<file path="src/hw/rtl/ocmvn_ram.sv">
// ----------------------------------------------------------------------------
// Generic RAM
// One write port and one read port with registered read data.
// ----------------------------------------------------------------------------
`default_nettype none

module ocmvn_ram #(
  parameter int unsigned Width = 64,
  parameter int unsigned Depth = 64
) (
  input  wire                     clk_i,
  input  wire                     we_i,
  input  wire [$clog2(Depth)-1:0] waddr_i,
  input  wire [Width-1:0]         wdata_i,
  input  wire [$clog2(Depth)-1:0] raddr_i,
  output logic [Width-1:0]        rdata_o
);

  logic [Width-1:0] mem [Depth];

  always_ff @(posedge clk_i) begin
    if (we_i) begin
      mem[waddr_i] <= wdata_i;
    end
    rdata_o <= mem[raddr_i];
  end

endmodule

`default_nettype wire

</file>
<file path="config.mk">
export PLATFORM = sky130hd
export DESIGN_NAME = ocmvn_ram
export DESIGN_NICKNAME = d
export VERILOG_FILES = /design/src/hw/rtl/ocmvn_ram.sv
export SDC_FILE = /design/constraint.sdc
export NUM_CORES = 2
export LEC_CHECK = 0
export BUFFER_PORTS_ARGS = -buffer_cell sky130_fd_sc_hd__buf_4
export CAP_MARGIN = 20
export CORE_ASPECT_RATIO = 1.25
export CORE_MARGIN = 8
export CORE_UTILIZATION = 65
export DETAILED_ROUTE_END_ITERATION = 8
export PLACE_DENSITY_LB_ADDON = 0.12
export REMOVE_ABC_BUFFERS = 1
export SLEW_MARGIN = 5
export SYNTH_ARGS = -nofsm -noshare
export SYNTH_HDL_FRONTEND = slang
export SYNTH_SLANG_ARGS = --single-unit
</file>
<file path="constraint.sdc">
create_clock -name clk_i -period 14.3 [get_ports clk_i]
set_input_delay 1.43 -clock clk_i [delete_from_list [all_inputs] [get_ports clk_i]]
set_output_delay 1.43 -clock clk_i [all_outputs]
set_load 0.1 [all_outputs]
</file>
# After elaboration in Yosys (flattened, before gate mapping)
# Memories as Yosys holds them, arrays and structs flattened. A register that Yosys moved wholly into a read port is not among the register bits.
# Cells that the tools add are included.
# totals
out_inout_bits,64
word_cells,3
register_bits,0
ramBits,4096
mem_count,1
in_bits,78
# memory_table
memory,depth,width,rd,rd_clocked_by_memory_dff,write_ports,line,text
mem,64,64,1,1,1,19,logic [Width-1:0] mem [Depth];
# classes
mux,2
# ops
cell,count
two-way mux 1 bit,2

# Logic depth before layout (Yosys ltp)
# depth
ltp_word,2
depth_mapped,9
mapped_depth_nobuf,5

# Worst setup path after synthesis
# Ideal clock, no wire load.
# synth_path
path_type,input-to-reg
from,input waddr_i[3]
to,memory mem[48][0] (enable)
arrival_time_ps,6302
required_ps,13736
path_stages,4
setup_time_ps,564
setup_slack_ps,7434
path_cell_list,clkbuf_1 -> nor2b_1 -> nand4b_1 -> nor3_1
# synth_lines
item,line,text
"start, declared",13,"input wire [$clog2(Depth)-1:0] waddr_i,"
"end, declared",19,
# No word-level cell before the write port.

==> summary.md <==
| Metric | Value |
|---|---|
| Status | `finished, final reports clean` |
| Final instance count without filler cells | `10,400` |
| I/O Buffers | `141` |
| Setup TNS Final | `0 ns` |
| Die Ht | `564 um` |
| Post-CTS Repair Setup Buffers | `0` |
| Post_cts resized | `0` |
| # clock sinks | `4,160` |
| LEAKAGE | `0.0544 uW` |
| Most used cell, CP | `buf_12` |
| YS warnings | `0` |
| Synth Flop Type | `edfxtp_1` |
| Initial DRT Pass Iterations | `6` |
| RSZ-0062 raised after global routing | `false` |
| Clk Tree Root Cell | `clkbuf_16` |
| Die width | `455 um` |
| Async set-or-reset flop fraction in the synthesized netlist | `0%` |
| Hpwl dp | `214,000 um` |
| CTS Buffer Depth | `4` |
| Crit start category | `primary input` |
| Initial antenna violation count | `19` |
| CTS tree | `yes` |
| Area contributors post-synth | `edfxtp_1 79%, mux4_2 15%, mux2i_1 0.86%` |
| Crit path cell chain | `buf_16 -> buf_12 -> buf_12 -> buf_4 -> mux4_2 -> mux2i_1 -> nand2_1 -> a41oi_1 -> a211oi_1` |
| Peak supply drop | `0.133 mV` |
| Mapped cell area | `156,000 um^2` |
| Via count | `76,400` |
| Fmax | `0.201 GHz` |
| Mapped Cells | `6,598` |
| Crit Path Max Fanout | `101` |
| Clock Skew | `0.0608 ns` |
| Hold Path Class | `flop to flop` |
| Top Ports | `142` |
| Critical path's slowest cell | `buf_4` |
| Gr usage total | `32.2%` |
| Tcrit/Tclk final | `34.9%` |
| Pwr dens | `144 nW/um^2` |
| Max Slew Vio Count | `0` |
| EDFF count, synth | `4,096` |
| Average cell area after synthesis | `23.7 um^2` |
| Sequential share of the synthesized area | `79.5%` |
| Clock transition at path regs | `0.06 ns` |
| Count leader, synth | `edfxtp_1` |
| Hold WS | `0.833 ns` |
| Crit path largest cell delay | `0.86 ns` |
| Rows | `201` |
| DRT Wirelength | `414,000 um` |
| Tmin final | `4.99 ns` |
| Worst setup EP type | `flop` |
| Layout cell share with drive strength beyond 1 | `27.6%` |
| Synth cell types | `33` |
| Global route total overflow | `0` |
| Largest area contributor in the netlist | `edfxtp_1` |
| Hold_buf cts | `0` |
| Critical Path AT | `5.72 ns` |
| Crit-path leading delay family | `buffers and inverters` |
| Top post-synthesis cells by count | `4,096 x edfxtp_1, 1,024 x mux4_2, 170 x buf_2, 168 x a22oi_1, 140 x clkbuf_1` |
| Vias in the first global route | `76,800` |
| Filler cell count | `13,100` |
| FF+latch count, synth | `4,160` |
| Crit Path Class | `primary input to flop` |
| Clk_lat worst skew | `0.92 ns` |
| Relative slew slack | `17.1%` |
| First-pass GRT wire length | `578,000 um` |
| CP required | `15.03 ns` |
| Largest net degree at the start of global routing | `119` |
| Total Power | `25,100 uW` |
| Vias per cell | `7.34` |
| Wirelength per Cell | `39.7 um` |
| 1st-iter DRT viols | `11,400` |
| Initial cell density of the core | `65.2%` |
| DRC violations left | `0` |
| Area delta synth->final | `11.5%` |
| Final Setup Violations | `0` |
| Final net count | `7,028` |
| Endpoints failing hold | `0` |
| Post-synth top area share | `78.7%` |
| RD Place Congestion | `0.793` |
| Least-Margin Pin Slew | `1.24 ns` |
| Maxcap violations | `0` |
| CTS Buf Count | `380` |
| H-Tree Depth | `5` |
| Core area | `240,000 um^2` |
| DIE AREA | `257,000 um^2` |
| Final Util | `72.7%` |
| Placed Cells | `9,712` |
| ANT nets after route | `0` |
| WP buf/inv | `4` |
through the flow:
step           instance area, um^2  worst slack [ns]
2_1_floorplan               155000              7.57
3_3_place_gp                162000              8.35
3_5_place_dp                162000              8.37
4_1_cts                     174000              9.32
5_1_grt                     174000              9.01
6_report                    174000              9.31
cell type report:
class / instances / area (um^2) / area share (%)
diodes: 14 / 35.0 / 0.0201
clock buffers: 493 / 10300 / 5.94
clock inverters: 193 / 2120 / 1.22
inverters: 19 / 71.3 / 0.0409
multi-input cells: 2049 / 30800 / 17.7
flip-flops and latches: 4160 / 124000 / 71.3
well taps: 3146 / 3940 / 2.26
repair buffers: 340 / 2770 / 1.59
worst paths after layout:
path | startpoint | slack (ns) | end | depth (start not counted)
worst min-delay path | mem[38][42]$_DFFE_PP_ | 0.83 | rdata_o[42]$_DFF_P_ | 4
worst max register to register | mem[12][18]$_DFFE_PP_ | 12.22 | rdata_o[18]$_DFF_P_ | 5
worst max-delay path | raddr_i[0] | 9.31 | rdata_o[59]$_DFF_P_ | 9
worst min register to register | mem[38][42]$_DFFE_PP_ | 0.83 | rdata_o[42]$_DFF_P_ | 4
logic make-up (layout without fill, tap and decap cells):
| family | after synthesis | after routing | share of synthesized area, % |
|---|---|---|---|
| AO/OA/AOI/OAI | 504 | 504 | 2.48 |
| buffers and inverters | 389 | 1045 | 1.18 |
| flip-flops | 4160 | 4160 | 79.5 |
| multiplexers | 1159 | 1159 | 15.6 |
| other | 0 | 14 | 0 |
| AND/OR/NAND/NOR | 386 | 386 | 1.24 |
worst min-delay path: stages, from the launching register on:
cell and delay (ns):
edfxtp_1 0.32, mux4_2 0.22, a22oi_1 0.06, nand3_1 0.07
and3_1 0.14
per-layer routing:
metal / GRT usage, % / part of all wire (%) / routed length, um / vias up
met5: 0 / 0.017 / 70 / -
met4: 12.0 / 4.2 / 17200 / 10
met3: 6.56 / 12 / 49900 / 979
met2: 52.0 / 49 / 203000 / 5555
met1: 44.6 / 35 / 143000 / 40700
li1: - / - / - / 29200
report_power, final:
part           total (uW)  internal, uW  switching (uW)
registers           13500         13500            50.9
clock network       10200          5880            4340
logic                1320           434             881
cells in the final DEF, fill, tap and decap left out, drive strengths merged, types with 83 or more instances in the layout:
cell type  instances
a22oi            168
clkinv           128
mux4            1024
a22o              88
edfxtp          4096
nor2             112
mux2i            135
clkbuf           493
buf              340
o22ai             83
state kept, by name (all words and copies together) (netlist names):
signal and flops:
mem 4096, rdata_o 64
No activity file was read; power rests on OpenSTA's default activity.
