File: src/hw/rtl/ocmvn_pkg.sv
// ----------------------------------------------------------------------------
// Online CMVN package
// Shared types, codes and constants of the online mean/variance normalizer.
// ----------------------------------------------------------------------------
`default_nettype none

package ocmvn_pkg;

  localparam int unsigned DimMax  = 64;
  localparam int unsigned DimW    = $clog2(DimMax);
  localparam int unsigned EntryW  = 64;   // {mean, variance}
  localparam int unsigned OperW   = 51;   // widest dividend in the step unit
  localparam int unsigned RemW    = 28;
  localparam int unsigned DenW    = 25;
  localparam int unsigned RootW   = 24;
  localparam int unsigned CntW    = 6;

  // Step counts of the shared unit for each job.
  localparam logic [CntW-1:0] StepsRoot = 6'd24;
  localparam logic [CntW-1:0] StepsNorm = 6'd51;

  // Last step of the shift-and-add division by ten.
  localparam logic [2:0] TenthLastPh = 3'd6;

  typedef enum logic [1:0] {
    OP_SAMPLE = 2'd0,
    OP_LOAD   = 2'd1,
    OP_START  = 2'd2,
    OP_NOP    = 2'd3
  } op_e;

  typedef enum logic [1:0] {
    ST_OK    = 2'd0,
    ST_RANGE = 2'd1,
    ST_SAT   = 2'd2,
    ST_RSVD  = 2'd3
  } status_e;

  typedef enum logic [1:0] {
    MODE_NEVER = 2'd0,
    MODE_ONCE  = 2'd1,
    MODE_EVERY = 2'd2,
    MODE_RSVD  = 2'd3
  } mode_e;

  typedef enum logic [1:0] {
    REG_VEC_SIZE   = 2'd0,
    REG_RESET_MODE = 2'd1,
    REG_NONE2      = 2'd2,
    REG_NONE3      = 2'd3
  } reg_e;

  typedef enum logic [3:0] {
    S_IDLE, S_RD, S_MUL, S_VAR, S_DIVV, S_MEAN, S_DIVM, S_UPD,
    S_SQRT, S_DEN, S_DIVQ, S_FIN, S_CP_RD, S_CP_WR, S_OUT
  } state_e;

  typedef struct packed {
    logic                  start;
    logic                  root;      // square root instead of division
    logic [CntW-1:0]       steps;
    logic [OperW-1:0]      operand;   // left aligned
    logic [DenW-1:0]       divisor;
  } step_cmd_t;

  typedef struct packed {
    logic busy;
  } step_sts_t;

endpackage

`default_nettype wire

File: src/hw/rtl/ocmvn_step.sv
// ----------------------------------------------------------------------------
// Shared step unit
// Radix-2 restoring divider and digit-by-digit square root that share one
// compare-and-subtract stage, one quotient or root bit per cycle.
// ----------------------------------------------------------------------------
`default_nettype none

module ocmvn_step (
  input  wire                        clk_i,
  input  wire                        rst_ni,
  input  ocmvn_pkg::step_cmd_t       cmd_i,
  output ocmvn_pkg::step_sts_t       sts_o,
  output logic [ocmvn_pkg::OperW-1:0] quot_o,
  output logic [ocmvn_pkg::RootW-1:0] root_o
);
  import ocmvn_pkg::*;

  logic            busy_q, busy_d;
  logic            root_q, root_d;
  logic [CntW-1:0] cnt_q, cnt_d;
  logic [RemW-1:0] rem_q, rem_d;
  logic [OperW-1:0] dq_q, dq_d;
  logic [RootW-1:0] res_q, res_d;
  logic [DenW-1:0]  den_q, den_d;

  logic [RemW-1:0] op_a, op_b;
  logic [RemW:0]   diff;
  logic            ge;

  // The one shared compare-and-subtract.
  always_comb begin
    if (root_q) begin
      op_a = {rem_q[RemW-3:0], dq_q[OperW-1 -: 2]};
      op_b = {2'b00, res_q, 2'b01};
    end else begin
      op_a = {rem_q[RemW-2:0], dq_q[OperW-1]};
      op_b = {{(RemW-DenW){1'b0}}, den_q};
    end
    diff = {1'b0, op_a} - {1'b0, op_b};
    ge   = ~diff[RemW];
  end

  always_comb begin
    busy_d = busy_q;
    root_d = root_q;
    cnt_d  = cnt_q;
    rem_d  = rem_q;
    dq_d   = dq_q;
    res_d  = res_q;
    den_d  = den_q;
    if (cmd_i.start) begin
      busy_d = 1'b1;
      root_d = cmd_i.root;
      cnt_d  = cmd_i.steps;
      rem_d  = '0;
      dq_d   = cmd_i.operand;
      res_d  = '0;
      den_d  = cmd_i.divisor;
    end else if (busy_q) begin
      rem_d = ge ? diff[RemW-1:0] : op_a;
      if (root_q) begin
        dq_d  = {dq_q[OperW-3:0], 2'b00};
        res_d = {res_q[RootW-2:0], ge};
      end else begin
        dq_d = {dq_q[OperW-2:0], ge};
      end
      cnt_d = cnt_q - 1'b1;
      if (cnt_q == CntW'(1)) begin
        busy_d = 1'b0;
      end
    end
  end

  always_ff @(posedge clk_i or negedge rst_ni) begin
    if (!rst_ni) begin
      busy_q <= 1'b0;
      cnt_q  <= '0;
      root_q <= 1'b0;
    end else begin
      busy_q <= busy_d;
      cnt_q  <= cnt_d;
      root_q <= root_d;
    end
  end

  always_ff @(posedge clk_i) begin
    rem_q <= rem_d;
    dq_q  <= dq_d;
    res_q <= res_d;
    den_q <= den_d;
  end

  assign sts_o.busy = busy_q;
  assign quot_o     = dq_q;
  assign root_o     = res_q;

endmodule

`default_nettype wire

File: config.mk
export PLATFORM = sky130hd
export DESIGN_NAME = ocmvn_step
export DESIGN_NICKNAME = d
export VERILOG_FILES = /design/src/hw/rtl/ocmvn_pkg.sv /design/src/hw/rtl/ocmvn_step.sv
export SDC_FILE = /design/constraint.sdc
export NUM_CORES = 1
export LEC_CHECK = 0
export ABC_AREA = 1
export CAP_MARGIN = 0
export CORE_UTILIZATION = 41
export CTS_CLUSTER_DIAMETER = 60
export CTS_CLUSTER_SIZE = 14
export DETAILED_ROUTE_END_ITERATION = 12
export DONT_BUFFER_PORTS = 1
export PLACE_DENSITY_LB_ADDON = 0.3
export RECOVER_POWER = 50
export SLEW_MARGIN = 20
export SYNTH_ARGS = -nofsm -noshare
export SYNTH_HDL_FRONTEND = slang
export SYNTH_SLANG_ARGS = --single-unit
export TNS_END_PERCENT = 50
File: constraint.sdc
create_clock -name clk_i -period 3.2 [get_ports clk_i]
set_input_delay 0.32 -clock clk_i [delete_from_list [all_inputs] [get_ports clk_i]]
set_output_delay 0.32 -clock clk_i [all_outputs]
set_load 0.02 [all_outputs]
# Word-level counts from Yosys, hierarchy flattened
# Cells that the tools add are included.
# W data, S select, Z words.
# totals
reg_bits	135
wordCells	24
# op_classes
add_sub_neg	2
n_eq_ne	1
n_mux	11
bitwise	1
n_reduce_logical	2
# ops
cell	count
$mux W51	3
$sub A28 B26 Y29	1
$mux W28	1
$mux W27	1
$mux W26	1
$mux W6	2
$eq A6 B1 Y1 const B	1
$sub A6 B1 Y6 const B	1
$mux W1	3
$reduce_and A2 Y1	1
$reduce_bool A2 Y1	1
$not A1 Y1	1

# Depth between registers and ports, before layout
# depth
ltp_word	6
ltp_mapped	18

# Worst setup path after synthesis
# Ideal clock, no wire load.
# synth_timing
path_kind	register -> register
from	register busy_q (netlist: sts_o)
to	register dq_q[0] (netlist: quot_o[0]), enable pin
setup_time_ns	0.434
arrival_time_ns	2.580
t_required_ns	2.766
setup_slack_ns	0.186
stages_incl_launch_ff	5
path_cell_list	dfrtp_1 -> clkbuf_1 -> nor2_1 -> inv_1 -> clkbuf_1
# synth_via
elab_chain_len	1
# synth_lines
item	line_no	text
start, declared	ocmvn_step.sv:18	logic busy_q, busy_d;
start signal, assigned	ocmvn_step.sv:80	busy_q <= busy_d;
$reduce_bool A2 Y1 (no source line)	--	
end signal, assigned	ocmvn_step.sv:88	dq_q <= dq_d;
end, declared	ocmvn_step.sv:22	logic [OperW-1:0] dq_q, dq_d;
# Every way passes these cells.
# A chain may end at the register's enable or synchronous reset.

# Worst setup path in the final report
# layout_timing
from	register root_q
to	register dq_q[0] (netlist: quot_o[0]) (data pin)
# layout_via
elab_chain_len	6
word_cells_on_any_way	7
cone_classes	add/sub (1); mux (5); bitwise (1)
# layout_lines
item	line_no	text
start, declared	ocmvn_step.sv:19	logic root_q, root_d;
start signal, assigned	ocmvn_step.sv:82	root_q <= root_d;
$mux W28 / $mux W26 (equally long branches)	ocmvn_step.sv:32	if (root_q) begin
$sub A28 B26 Y29	ocmvn_step.sv:39	diff = {1'b0, op_a} - {1'b0, op_b};
$not A1 Y1	ocmvn_step.sv:40	ge = ~diff[RemW];
$mux W51 *	ocmvn_step.sv:61	if (root_q) begin
$mux W51 *	ocmvn_step.sv:59	end else if (busy_q) begin
$mux W51 *	ocmvn_step.sv:51	if (cmd_i.start) begin
named net dq_d[0]	ocmvn_step.sv:22	
# The timed path passes the listed nets; every way through them passes the cells marked *. The select of a mux whose other input is x is not followed.

==> run_results.csv <==
group,metric,value,unit
critical_path,cp-end-kind,"flip-flop",
sta,setup_viol,0,
detailed_routing,vias,7397,
synthesis,synth_warnings,0,
placed_design,hpwl,16400,um
cts,root_buffer,"clkbuf_16",
sta,rsz0062_at_grt,"false",
synthesis,yosysUniqueCellTypes,37,
detailed_routing,wirelength,22800,um
sta,hold_violations,0,
worst_hold_path,holdPathEnd,"cnt_q[2]",
cts,clk_latency,0.43,ns
placed_design,placedCellCount,1392,
finish,n_antenna_cell,0,
detailed_routing,wl_per_cell,15.6,um
outcome,run_status,"finished, violations left",
synthesis,syn_avg_cell_area,7.23,um^2
sta,maxSlewViolCount,48,
global_route,grt_pass1_vias,7144,
finish,fin_area,0.00950,mm^2
sta,clock_skew,0.0169,ns
critical_path,reg2regPathDepth,12,
finish,regArea,0.00350,mm^2
worst_hold_path,hp-class,"in -> reg",
global_route,grt_pass1_wl,36500,um
worst_hold_path,hold_path_depth,2,
finish,layout_commonest_cell,"nand2_1",
cts,cts_sinks,135,
finish,final_nets,1291,
synthesis,syn_inst,1154,
critical_path,reg2reg_from,"root_q",
sta,min_period_over_period,91.1,%
finish,fin_cells,1454,
critical_path,start_kind,"flip-flop",
finish,area_delta_synth_final,13.9,%
power_and_ir_drop,leakage,4.62,nW
critical_path,rr_endpoint,"quot_o[0]",
finish,drive_above_1_share,5.89,%
detailed_routing,ant_nets,0,
synthesis,ys_seq_area_share,42.0,%
finish,utilization,48.2,%
synthesis,ys_seq_elements,135,
cts,cts_buffers,17,
cts,clk_pin_slew_worst_paths,0.06,ns
power_and_ir_drop,power.density,780,mW/mm^2
critical_path,path_max_fanout,28,
finish,multi_input_area,0.00376,mm^2
critical_path,worstPathArrival,3.10,ns
floorplan,fp-row-count,51,
sta,timing.fmax,343,MHz
global_route,antenna_found_initial,0,
detailed_routing,drt-initial-drc-count,521,
worst_hold_path,worstHoldStart,"cmd_i[78]",
cts,clk_path_buf_depth,2,
cts,htreeDepth,4,
floorplan,fp.dieH,145,um
placed_design,port_buffers,0,
detailed_routing,remaining_drc_errors,0,
sta,fin_crit,2.92,ns
outcome,violations,"max-capacitance violations, max-slew violations",
synthesis,synthesis.area,0.00834,mm^2
cts,cts_tree,"built",
critical_path,required,3.38,ns
finish,mostFrequentLayoutCells,"nand2_1, inv_1, nand3_1",
floorplan,io_pins,162,
global_route,grt_max_degree,75,
synthesis,syn-num-nets,1269,
detailed_routing,dr.pass1.iters,5,
detailed_routing,routed_via_density,5.09,
placed_design,gp_congestion,1.00,
floorplan,start_util,42.3,%
power_and_ir_drop,peakVddDrop,0.000431,V
floorplan,die_w,145,um
sta,timing.slew.headroom,-18.3,%
placed_design,place_area,0.00866,mm^2
global_route,grt.total_usage,22.9,%
floorplan,fp.coreArea,0.0197,mm^2
critical_path,r2r_slack,0.28,ns
sta,fin_tns_setup,0,ns
critical_path,crit_type,"reg -> reg",
sta,worstMarginPinSlew,1.77,ns
finish,nFillCells,1994,
run,drv_cap,1,
global_route,grt-ovfl-total,0,
floorplan,fp.dieArea,0.0209,mm^2
Yosys cell counts, drive strengths merged:
| cell | instances | area, um^2 |
|---|---|---|
| a21oi | 36 | 191 |
| a22o | 1 | 8.76 |
| a31oi | 1 | 6.26 |
| a32oi | 1 | 8.76 |
| and2 | 2 | 12.5 |
| buf | 6 | 42.5 |
| clkbuf | 41 | 154 |
| clkinv | 1 | 3.75 |
| dfrtp | 8 | 200 |
| dfxtp | 51 | 1020 |
| edfxtp | 76 | 2280 |
| fa | 1 | 20.0 |
| ha | 28 | 350 |
| inv | 234 | 878 |
| nand2 | 360 | 1370 |
| nand3 | 90 | 455 |
| nand3b | 2 | 15.0 |
| nand4 | 11 | 68.8 |
| nor2 | 35 | 141 |
| nor3 | 3 | 20.0 |
| o211ai | 1 | 7.51 |
| o21ai | 86 | 430 |
| o21bai | 1 | 7.51 |
| o221ai | 51 | 447 |
| o311ai | 1 | 8.76 |
| or2 | 15 | 93.8 |
| xnor2 | 11 | 96.3 |
how the worst max path moves through the flow:
stage | startpoint | to | slack, ns | cells after the start
floorplan | sts_o | quot_o[0] | 0.19 | 4
global placement | root_q | quot_o[0] | 0.36 | 12
detailed placement | root_q | quot_o[0] | 0.32 | 12
CTS | root_q | quot_o[0] | 0.28 | 12
global route | root_q | rem_q[2] | 0.06 | 14
finish | root_q | quot_o[0] | 0.28 | 12
layer usage:
metal | track usage (%) | part of all wire [%] | vias up
met5 | 0 | 0 | -
met1 | 29.5 | 45 | 3370
met2 | 36.5 | 46 | 226
met4 | 7.48 | 1.7 | 0
met3 | 6.82 | 7.4 | 28
li1 | - | - | 3773
where the power goes:
part / total [mW] / switching [mW] / internal, mW / leakage [nW]
Combinational: 2.96 / 1.91 / 1.05 / 3.03
Sequential: 2.53 / 0.354 / 2.18 / 1.32
Clock: 1.92 / 0.832 / 1.09 / 0.271
Total: 7.41 / 3.09 / 4.32 / 4.62
state kept, by name, summed over array words and instances (netlist names):
name / cells
cnt_q: 6
root_o: 24
rem_q: 27
den_q: 25
quot_o: 51
root_q: 1
sts_o: 1
what timing repair did:
action | CTS | global route
gates resized for setup | 0 | 0
buffers inserted | 0 | 0
endpoints found under the hold margin | 48 | 0
setup endpoints to repair | 0 | 0
hold buffers | 30 | 0
cells by family (layout without fill, tap and decap cells):
group	Yosys count	in the layout	share of synthesized area, %
buf+inv	282	317	12.9
simple gates	518	518	26.1
compound gates	179	179	13.4
xor+xnor	11	11	1.16
fa+ha+maj	29	29	4.44
flops	135	135	42.0
cell type report:
cell class | instances | area share [%]
Multi-Input combinational cell | 737 | 39.5
Sequential cell | 135 | 36.9
Inverter | 235 | 9.28
Timing Repair Buffer | 50 | 4.82
Clock buffer | 19 | 4.56
Tap cell | 265 | 3.49
Clock inverter | 13 | 1.42
worst max-delay path, stage by stage (launching register included):
cell      delay [ns]
dfrtp_2         0.43
inv_2           0.15
or2_2           0.29
o21ai_0         0.11
inv_1           0.13
fa_1            0.50
nand3_1         0.12
nand3_2         0.12
nand3_1         0.10
nand3b_1        0.13
nand2_2         0.13
nand2_4         0.22
a22o_1          0.25
per-stage QoR:
stage	worst slack (ns)	hold slack (ns)	total power [mW]
2_1_floorplan	0.186	0.0244	4.79
3_3_place_gp	0.362	0.0246	5.43
3_5_place_dp	0.319	0.0245	5.45
4_1_cts	0.282	0.0132	7.42
5_1_grt	0.0649	0.00117	7.98
6_report	0.284	0.0267	7.41
Power figures use the tool's default switching activity.
